--- src/hw/rtl/bch_generator_polynomial_macros.svh ---
// ----------------------------------------------------------------------------
// BCH generator polynomial assertion macros
// Shared concurrent assertion forms for the generator block.
// ----------------------------------------------------------------------------
`ifndef BCH_GENERATOR_POLYNOMIAL_MACROS_SVH
`define BCH_GENERATOR_POLYNOMIAL_MACROS_SVH
`ifndef NO_ASSERTIONS
`define BGP_ASSERT_IMPL(lbl, clk, rst_n, ante, cons) \
    lbl: assert property (@(posedge clk) disable iff (!rst_n) (ante) |-> (cons)) \
        else $error("implication check failed");
`define BGP_ASSERT_NEXT(lbl, clk, rst_n, ante, cons) \
    lbl: assert property (@(posedge clk) disable iff (!rst_n) (ante) |=> (cons)) \
        else $error("next-cycle check failed");
`else
`define BGP_ASSERT_IMPL(lbl, clk, rst_n, ante, cons)
`define BGP_ASSERT_NEXT(lbl, clk, rst_n, ante, cons)
`endif
`endif

--- src/hw/rtl/bgp_pkg.sv ---
// ----------------------------------------------------------------------------
// BCH generator polynomial package
// Constants, sequencer codes and controller/datapath structs.
// ----------------------------------------------------------------------------
`default_nettype none
package bgp_pkg;
    localparam int BGP_MAX_DEGREE  = 10;
    localparam int BGP_TABLE_DEPTH = 1024;
    localparam int BGP_WORD_BITS   = 64;
    localparam int CFG_M_W   = 4;
    localparam int CFG_LEN_W = 10;
    localparam int CFG_T_W   = 9;
    localparam int CFG_IDX_W = 2;
    localparam int CFG_DAT_W = 10;
    localparam int WIDX_W    = 4;
    localparam int RED_W     = 10;
    localparam logic [CFG_M_W-1:0]   RST_DEGREE = 4'd4;
    localparam logic [CFG_LEN_W-1:0] RST_LENGTH = 10'd15;
    localparam logic [CFG_T_W-1:0]   RST_ERRORS = 9'd2;

    typedef enum logic [CFG_IDX_W-1:0] {
        CFG_DEGREE = 2'd0,
        CFG_LENGTH = 2'd1,
        CFG_ERRORS = 2'd2
    } t_cfg_idx;

    typedef enum logic [4:0] {
        ST_IDLE, ST_CLR, ST_PWR, ST_RRD, ST_RCHK, ST_WALK, ST_CMT,
        ST_I0, ST_I1, ST_I2, ST_I3, ST_STG0, ST_STG1, ST_PLOG, ST_PEXP,
        ST_PMUL, ST_OSET, ST_OA, ST_OB, ST_EMIT
    } t_state;

    typedef enum logic [4:0] {
        OP_NONE, OP_LAUNCH, OP_CLR, OP_PWR, OP_RRD, OP_RCHK, OP_WALK, OP_CMT,
        OP_I0, OP_I1, OP_I2, OP_I3, OP_STG0, OP_STG1, OP_PLOG, OP_PEXP,
        OP_PMUL, OP_OSET, OP_OA, OP_OB, OP_EMIT
    } t_op;

    typedef struct packed {
        t_op op;
    } t_cmd;

    typedef struct packed {
        logic seen;
        logic cnt_n;
        logic cnt_nm1;
        logic walk_done;
        logic rc_zero;
        logic stg_done;
        logic j_zero;
        logic bit_last;
        logic invalid;
        logic word_last;
    } t_stat;
endpackage
`default_nettype wire

--- src/hw/rtl/bgp_ctrl.sv ---
// ----------------------------------------------------------------------------
// BCH generator polynomial controller
// Sequences table build, coset scan, factor products and word output.
// ----------------------------------------------------------------------------
`default_nettype none
module bgp_ctrl
    import bgp_pkg::*;
(
    input  wire logic  i_clk,
    input  wire logic  i_rst_n,
    input  wire logic  i_go,
    input  wire t_stat i_stat,
    output t_cmd       o_cmd,
    output logic       o_busy
);
    t_state r_state, n_state;

    always_ff @(posedge i_clk) begin
        if (!i_rst_n) begin
            r_state <= ST_IDLE;
        end else begin
            r_state <= n_state;
        end
    end

    always_comb begin
        n_state  = r_state;
        o_cmd.op = OP_NONE;
        case (r_state)
            ST_IDLE: begin
                if (i_go) begin
                    o_cmd.op = OP_LAUNCH;
                    n_state  = ST_CLR;
                end
            end
            ST_CLR: begin
                o_cmd.op = OP_CLR;
                if (i_stat.cnt_n) n_state = ST_PWR;
            end
            ST_PWR: begin
                o_cmd.op = OP_PWR;
                if (i_stat.cnt_nm1) n_state = ST_RRD;
            end
            ST_RRD: begin
                o_cmd.op = OP_RRD;
                n_state  = ST_RCHK;
            end
            ST_RCHK: begin
                o_cmd.op = OP_RCHK;
                if (!i_stat.seen) n_state = ST_WALK;
                else if (i_stat.cnt_nm1) n_state = ST_I0;
                else n_state = ST_RRD;
            end
            ST_WALK: begin
                o_cmd.op = OP_WALK;
                if (i_stat.walk_done) n_state = ST_CMT;
            end
            ST_CMT: begin
                o_cmd.op = OP_CMT;
                n_state  = i_stat.cnt_nm1 ? ST_I0 : ST_RRD;
            end
            ST_I0: begin
                o_cmd.op = OP_I0;
                n_state  = i_stat.rc_zero ? ST_OSET : ST_I1;
            end
            ST_I1: begin
                o_cmd.op = OP_I1;
                n_state  = ST_I2;
            end
            ST_I2: begin
                o_cmd.op = OP_I2;
                n_state  = ST_I3;
            end
            ST_I3: begin
                o_cmd.op = OP_I3;
                n_state  = ST_STG0;
            end
            ST_STG0: begin
                o_cmd.op = OP_STG0;
                n_state  = i_stat.stg_done ? ST_OSET : ST_STG1;
            end
            ST_STG1: begin
                o_cmd.op = OP_STG1;
                n_state  = ST_PLOG;
            end
            ST_PLOG: begin
                o_cmd.op = OP_PLOG;
                n_state  = ST_PEXP;
            end
            ST_PEXP: begin
                o_cmd.op = OP_PEXP;
                n_state  = ST_PMUL;
            end
            ST_PMUL: begin
                o_cmd.op = OP_PMUL;
                n_state  = i_stat.j_zero ? ST_STG0 : ST_PLOG;
            end
            ST_OSET: begin
                o_cmd.op = OP_OSET;
                n_state  = i_stat.invalid ? ST_EMIT : ST_OA;
            end
            ST_OA: begin
                o_cmd.op = OP_OA;
                n_state  = ST_OB;
            end
            ST_OB: begin
                o_cmd.op = OP_OB;
                n_state  = i_stat.bit_last ? ST_EMIT : ST_OA;
            end
            ST_EMIT: begin
                o_cmd.op = OP_EMIT;
                n_state  = i_stat.word_last ? ST_IDLE : ST_OA;
            end
            default: begin
                n_state = ST_IDLE;
            end
        endcase
    end

    assign o_busy = (r_state != ST_IDLE);
endmodule
`default_nettype wire

--- config.mk ---
export PLATFORM = sky130hd
export DESIGN_NAME = bgp_ctrl
export DESIGN_NICKNAME = d
export VERILOG_FILES = /design/src/hw/rtl/bch_generator_polynomial_macros.svh /design/src/hw/rtl/bgp_pkg.sv /design/src/hw/rtl/bgp_ctrl.sv
export SDC_FILE = /design/constraint.sdc
export NUM_CORES = 1
export LEC_CHECK = 0
export BUFFER_PORTS_ARGS = -buffer_cell sky130_fd_sc_hd__buf_2
export CAP_MARGIN = 20
export CELL_PAD_IN_SITES_DETAIL_PLACEMENT = 1
export CELL_PAD_IN_SITES_GLOBAL_PLACEMENT = 2
export CORE_UTILIZATION = 25
export CTS_CLUSTER_DIAMETER = 50
export DETAILED_ROUTE_END_ITERATION = 10
export MAX_ROUTING_LAYER = met4
export PLACE_DENSITY = 0.86
export SYNTH_ARGS = -nofsm -noshare
export SYNTH_HDL_FRONTEND = slang
export SYNTH_SLANG_ARGS = --single-unit
--- constraint.sdc ---
create_clock -name i_clk -period 2.5 [get_ports i_clk]
set_input_delay 0.125 -clock i_clk [delete_from_list [all_inputs] [get_ports i_clk]]
set_output_delay 0.125 -clock i_clk [all_outputs]
set_load 0.005 [all_outputs]
==> out/results.txt <==
Total nets after synthesis: 87
Number of nets in the layout: 104
Synthesis Warnings: 0
Clk buf depth: 2
Count of buffers added by post-CTS timing repair for setup: 0
Number of flip-flops under the largest register name: 5
Maximum number of pins on one net before global-route repair: 16
Class of the tightest hold or removal check: in -> reg
Arrival time at the worst endpoint: 1.73 ns
Detailed Place HPWL: 1070 um
Largest fanout of any net on the critical path: 13
Final WL: 1410 um
Floorplan die area: 2210 um^2
Avg Synthesized Cell Area: 6.83 um^2
Die extent in x: 47.0 um
Clock tree from TritonCTS: done
Number of vias after detailed routing: 586
Final-layout fill cell count: 247
Final Hold Fails: 0
Clock Latency Late Sink: 0.26 ns
Starting density of the core: 28.1%
Post-synthesis instance area: 505 um^2
Fin worst setup slack: 0.644 ns
Number of setup violations in the final report: 0
Worst clock skew: 0.0112 ns
Cells after DPL: 111
Post-cts hold buffer count: 0
Critical path class: reg -> out
Number of buffers and inverters on the critical path: 1
Total of buffers placed on input and output ports: 18
Setup slack of the worst register-to-register path: 0.95 ns
Wirelength per Cell: 12.3 um
Number of antenna cells inserted: 0
Period utilisation layout: 74.2%
Crit path time final: 1.86 ns
Static leakage power: 0.256 nW
Cell count after synthesis: 74
Num rows: 15
Delay-heaviest family, CP: flip-flops
Achievable frequency: 539 MHz
Initial DRT Pass Iterations: 7
Top Registers: r_state x5
Register containing the most flip-flops in the final layout: r_state
Startpoint type of the worst setup path: register
GR Util All Layers: 14.6%
# IOs: 19
H-tree depth: 1
Post-route setup TNS: 0 ns
Num Clock Sinks: 5
Worst VDD drop: 239 uV
Cells along the critical path: and2_1 -> nand2_1 -> xor2_1 -> nor2_1 -> buf_2
Post-place setup slack: 0.916 ns
Delay of the slowest cell on the worst path: 0.60 ns
Cell chosen for the clock root: sky130_fd_sc_hd__clkbuf_4
Post-route insts no fill: 115
Final weighted congestion of routability-driven global placement: 0.770
Area added between synthesis and finish: 23.0%
Outcome: completed
Max-Slew Margin vs Limit: 66.0%
Gates resized, CTS repair: 0
Utilization of the core after routing: 34.5%
CTS clock-pin slew for the worst setup and hold paths: 0.05 ns
Transition time of the tightest slew-check pin: 0.510 ns
Antenna Nets Post-Route: 0
Number of antenna violations at the first check in global routing: 0
Setup repair after global routing missed its margin: no
Number of max-cap violations: 0
Detailed Route Iter0 Violations: 9
First-pass GRT wire length: 2150 um
Capturing element type of the critical path: output port
Leftover overflow at the end of global routing: 0
Proportion of synthesized chip area in sequential cells: 19.8%
Distinct cell type count of the synthesized netlist: 32
Critical-path cell with the highest stage delay: sky130_fd_sc_hd__dfxtp_1
Share of layout cells above drive strength 1: 26.7%
Worst path required time: 2.38 ns
Number of synthesized register bits: 5
Chip Height: 47.0 um
Remaining DRCs: 0
Vias per inst: 5.10
Number of buffers created by CTS: 3
Via count of the first global-routing pass: 512
Number of pins exceeding their max-slew limit in the final report: 0
Power Dens Cells: 725 nW/um^2
Core area: 1800 um^2
==> power breakdown <==
part	total, mW	switching [mW]	internal [mW]
Combinational	0.202	0.0930	0.109
Clock	0.0984	0.0401	0.0583
Sequential	0.151	0.0554	0.0954
Total	0.451	0.188	0.262
==> metrics by stage <==
| step | area [um^2] | power [mW] | hold WS [ns] |
|---|---|---|---|
| 2_1_floorplan | 505 | 0.296 | 0.260 |
| 3_3_place_gp | 594 | 0.352 | 0.421 |
| 3_5_place_dp | 594 | 0.357 | 0.429 |
| 4_1_cts | 622 | 0.457 | 0.157 |
| 5_1_grt | 622 | 0.496 | 0.167 |
| 6_report | 622 | 0.451 | 0.161 |
==> path summary, 6_finish.rpt <==
path | startpoint | to | cells after the start
hold reg to reg | r_state[3]$_SDFFE_PN0P_ | r_state[3]$_SDFFE_PN0P_ | 2
setup reg to reg | r_state[1]$_SDFFE_PN0P_ | r_state[1]$_SDFFE_PN0P_ | 4
hold / removal | i_rst_n | r_state[4]$_SDFFE_PN0P_ | 3
setup / recovery | r_state[1]$_SDFFE_PN0P_ | o_cmd[3] | 5
==> metal layers <==
metal / up-vias / GRT usage (%) / wire, um
met4: 0 / 6.86 / 19
met1: 267 / 18.2 / 691
met2: 21 / 22.8 / 645
met3: 2 / 2.31 / 57
met5: - / - / 0
li1: 296 / - / -
==> worst reg2reg max path: stages (launching register included) <==
cell                       delay, ns
sky130_fd_sc_hd__dfxtp_1        0.60
sky130_fd_sc_hd__and2_1         0.38
sky130_fd_sc_hd__a221oi_1       0.09
sky130_fd_sc_hd__a311oi_1       0.28
sky130_fd_sc_hd__o21ai_1        0.10
==> layout make-up <==
cell class                      count  area (um^2)  area share, %
Clock buffer                        3         22.5           3.62
Timing Repair Buffer               18         90.1           14.5
Multi-Input combinational cell     60          362           58.1
Tap cell                           25         31.3           5.03
Sequential cell                     5          100           16.1
Clock inverter                      1         5.00          0.805
Inverter                            3         11.3           1.81
==> synthesized netlist by cell type <==
| cell | count | area [um^2] |
|---|---|---|
| sky130_fd_sc_hd__nand3_1 | 2 | 10.0 |
| sky130_fd_sc_hd__nand2b_1 | 2 | 12.5 |
| sky130_fd_sc_hd__inv_1 | 3 | 11.3 |
| sky130_fd_sc_hd__nor2_1 | 9 | 33.8 |
| sky130_fd_sc_hd__nor3_1 | 1 | 5.00 |
| sky130_fd_sc_hd__a21o_1 | 1 | 7.51 |
| sky130_fd_sc_hd__nand3b_1 | 3 | 22.5 |
| sky130_fd_sc_hd__a21oi_1 | 4 | 20.0 |
| sky130_fd_sc_hd__o21ai_1 | 1 | 5.00 |
| sky130_fd_sc_hd__mux2_4 | 1 | 15.0 |
| sky130_fd_sc_hd__a221oi_1 | 1 | 8.76 |
| sky130_fd_sc_hd__a32oi_1 | 1 | 8.76 |
| sky130_fd_sc_hd__nor4b_1 | 1 | 8.76 |
| sky130_fd_sc_hd__and4_4 | 1 | 11.3 |
| sky130_fd_sc_hd__xor2_1 | 1 | 8.76 |
| sky130_fd_sc_hd__o22ai_1 | 1 | 6.26 |
| sky130_fd_sc_hd__nor4_1 | 1 | 6.26 |
| sky130_fd_sc_hd__nand2_1 | 11 | 41.3 |
| sky130_fd_sc_hd__buf_4 | 1 | 7.51 |
| sky130_fd_sc_hd__a211oi_1 | 1 | 7.51 |
| sky130_fd_sc_hd__a22o_1 | 1 | 8.76 |
| sky130_fd_sc_hd__and2_1 | 1 | 6.26 |
| sky130_fd_sc_hd__nand4b_1 | 1 | 8.76 |
| sky130_fd_sc_hd__mux2i_1 | 2 | 20.0 |
| sky130_fd_sc_hd__a311oi_1 | 1 | 8.76 |
| sky130_fd_sc_hd__nand4_1 | 1 | 6.26 |
| sky130_fd_sc_hd__buf_2 | 5 | 25.0 |
| sky130_fd_sc_hd__xnor2_1 | 2 | 17.5 |
| sky130_fd_sc_hd__nor2b_1 | 2 | 12.5 |
| sky130_fd_sc_hd__o21ai_0 | 5 | 25.0 |
| sky130_fd_sc_hd__o41ai_1 | 1 | 8.76 |
| sky130_fd_sc_hd__dfxtp_1 | 5 | 100 |
==> cells by family after synthesis <==
family | count (synthesis) | share of synthesized area (%)
multiplexers | 3 | 6.93
AO/OA/AOI/OAI | 18 | 22.8
AND/OR/NAND/NOR | 36 | 36.6
buffers and inverters | 9 | 8.66
flip-flops | 5 | 19.8
XOR/XNOR | 3 | 5.20
==> cell usage in the layout (no fill, tap or decap), types with 2 or more instances in the layout <==
| cell | netlist | routed |
|---|---|---|
| sky130_fd_sc_hd__buf_2 | 5 | 18 |
| sky130_fd_sc_hd__a21oi_1 | 4 | 4 |
| sky130_fd_sc_hd__mux2i_1 | 2 | 2 |
| sky130_fd_sc_hd__nand3_1 | 2 | 2 |
| sky130_fd_sc_hd__nor2b_1 | 2 | 2 |
| sky130_fd_sc_hd__nand3b_1 | 3 | 3 |
| sky130_fd_sc_hd__clkbuf_4 | 0 | 3 |
| sky130_fd_sc_hd__inv_1 | 3 | 3 |
| sky130_fd_sc_hd__nand2_1 | 11 | 11 |
| sky130_fd_sc_hd__nand2b_1 | 2 | 2 |
| sky130_fd_sc_hd__xnor2_1 | 2 | 2 |
| sky130_fd_sc_hd__nor2_1 | 9 | 9 |
| sky130_fd_sc_hd__o21ai_0 | 5 | 5 |
| sky130_fd_sc_hd__dfxtp_1 | 5 | 5 |
(Power assumes the default switching activity.)
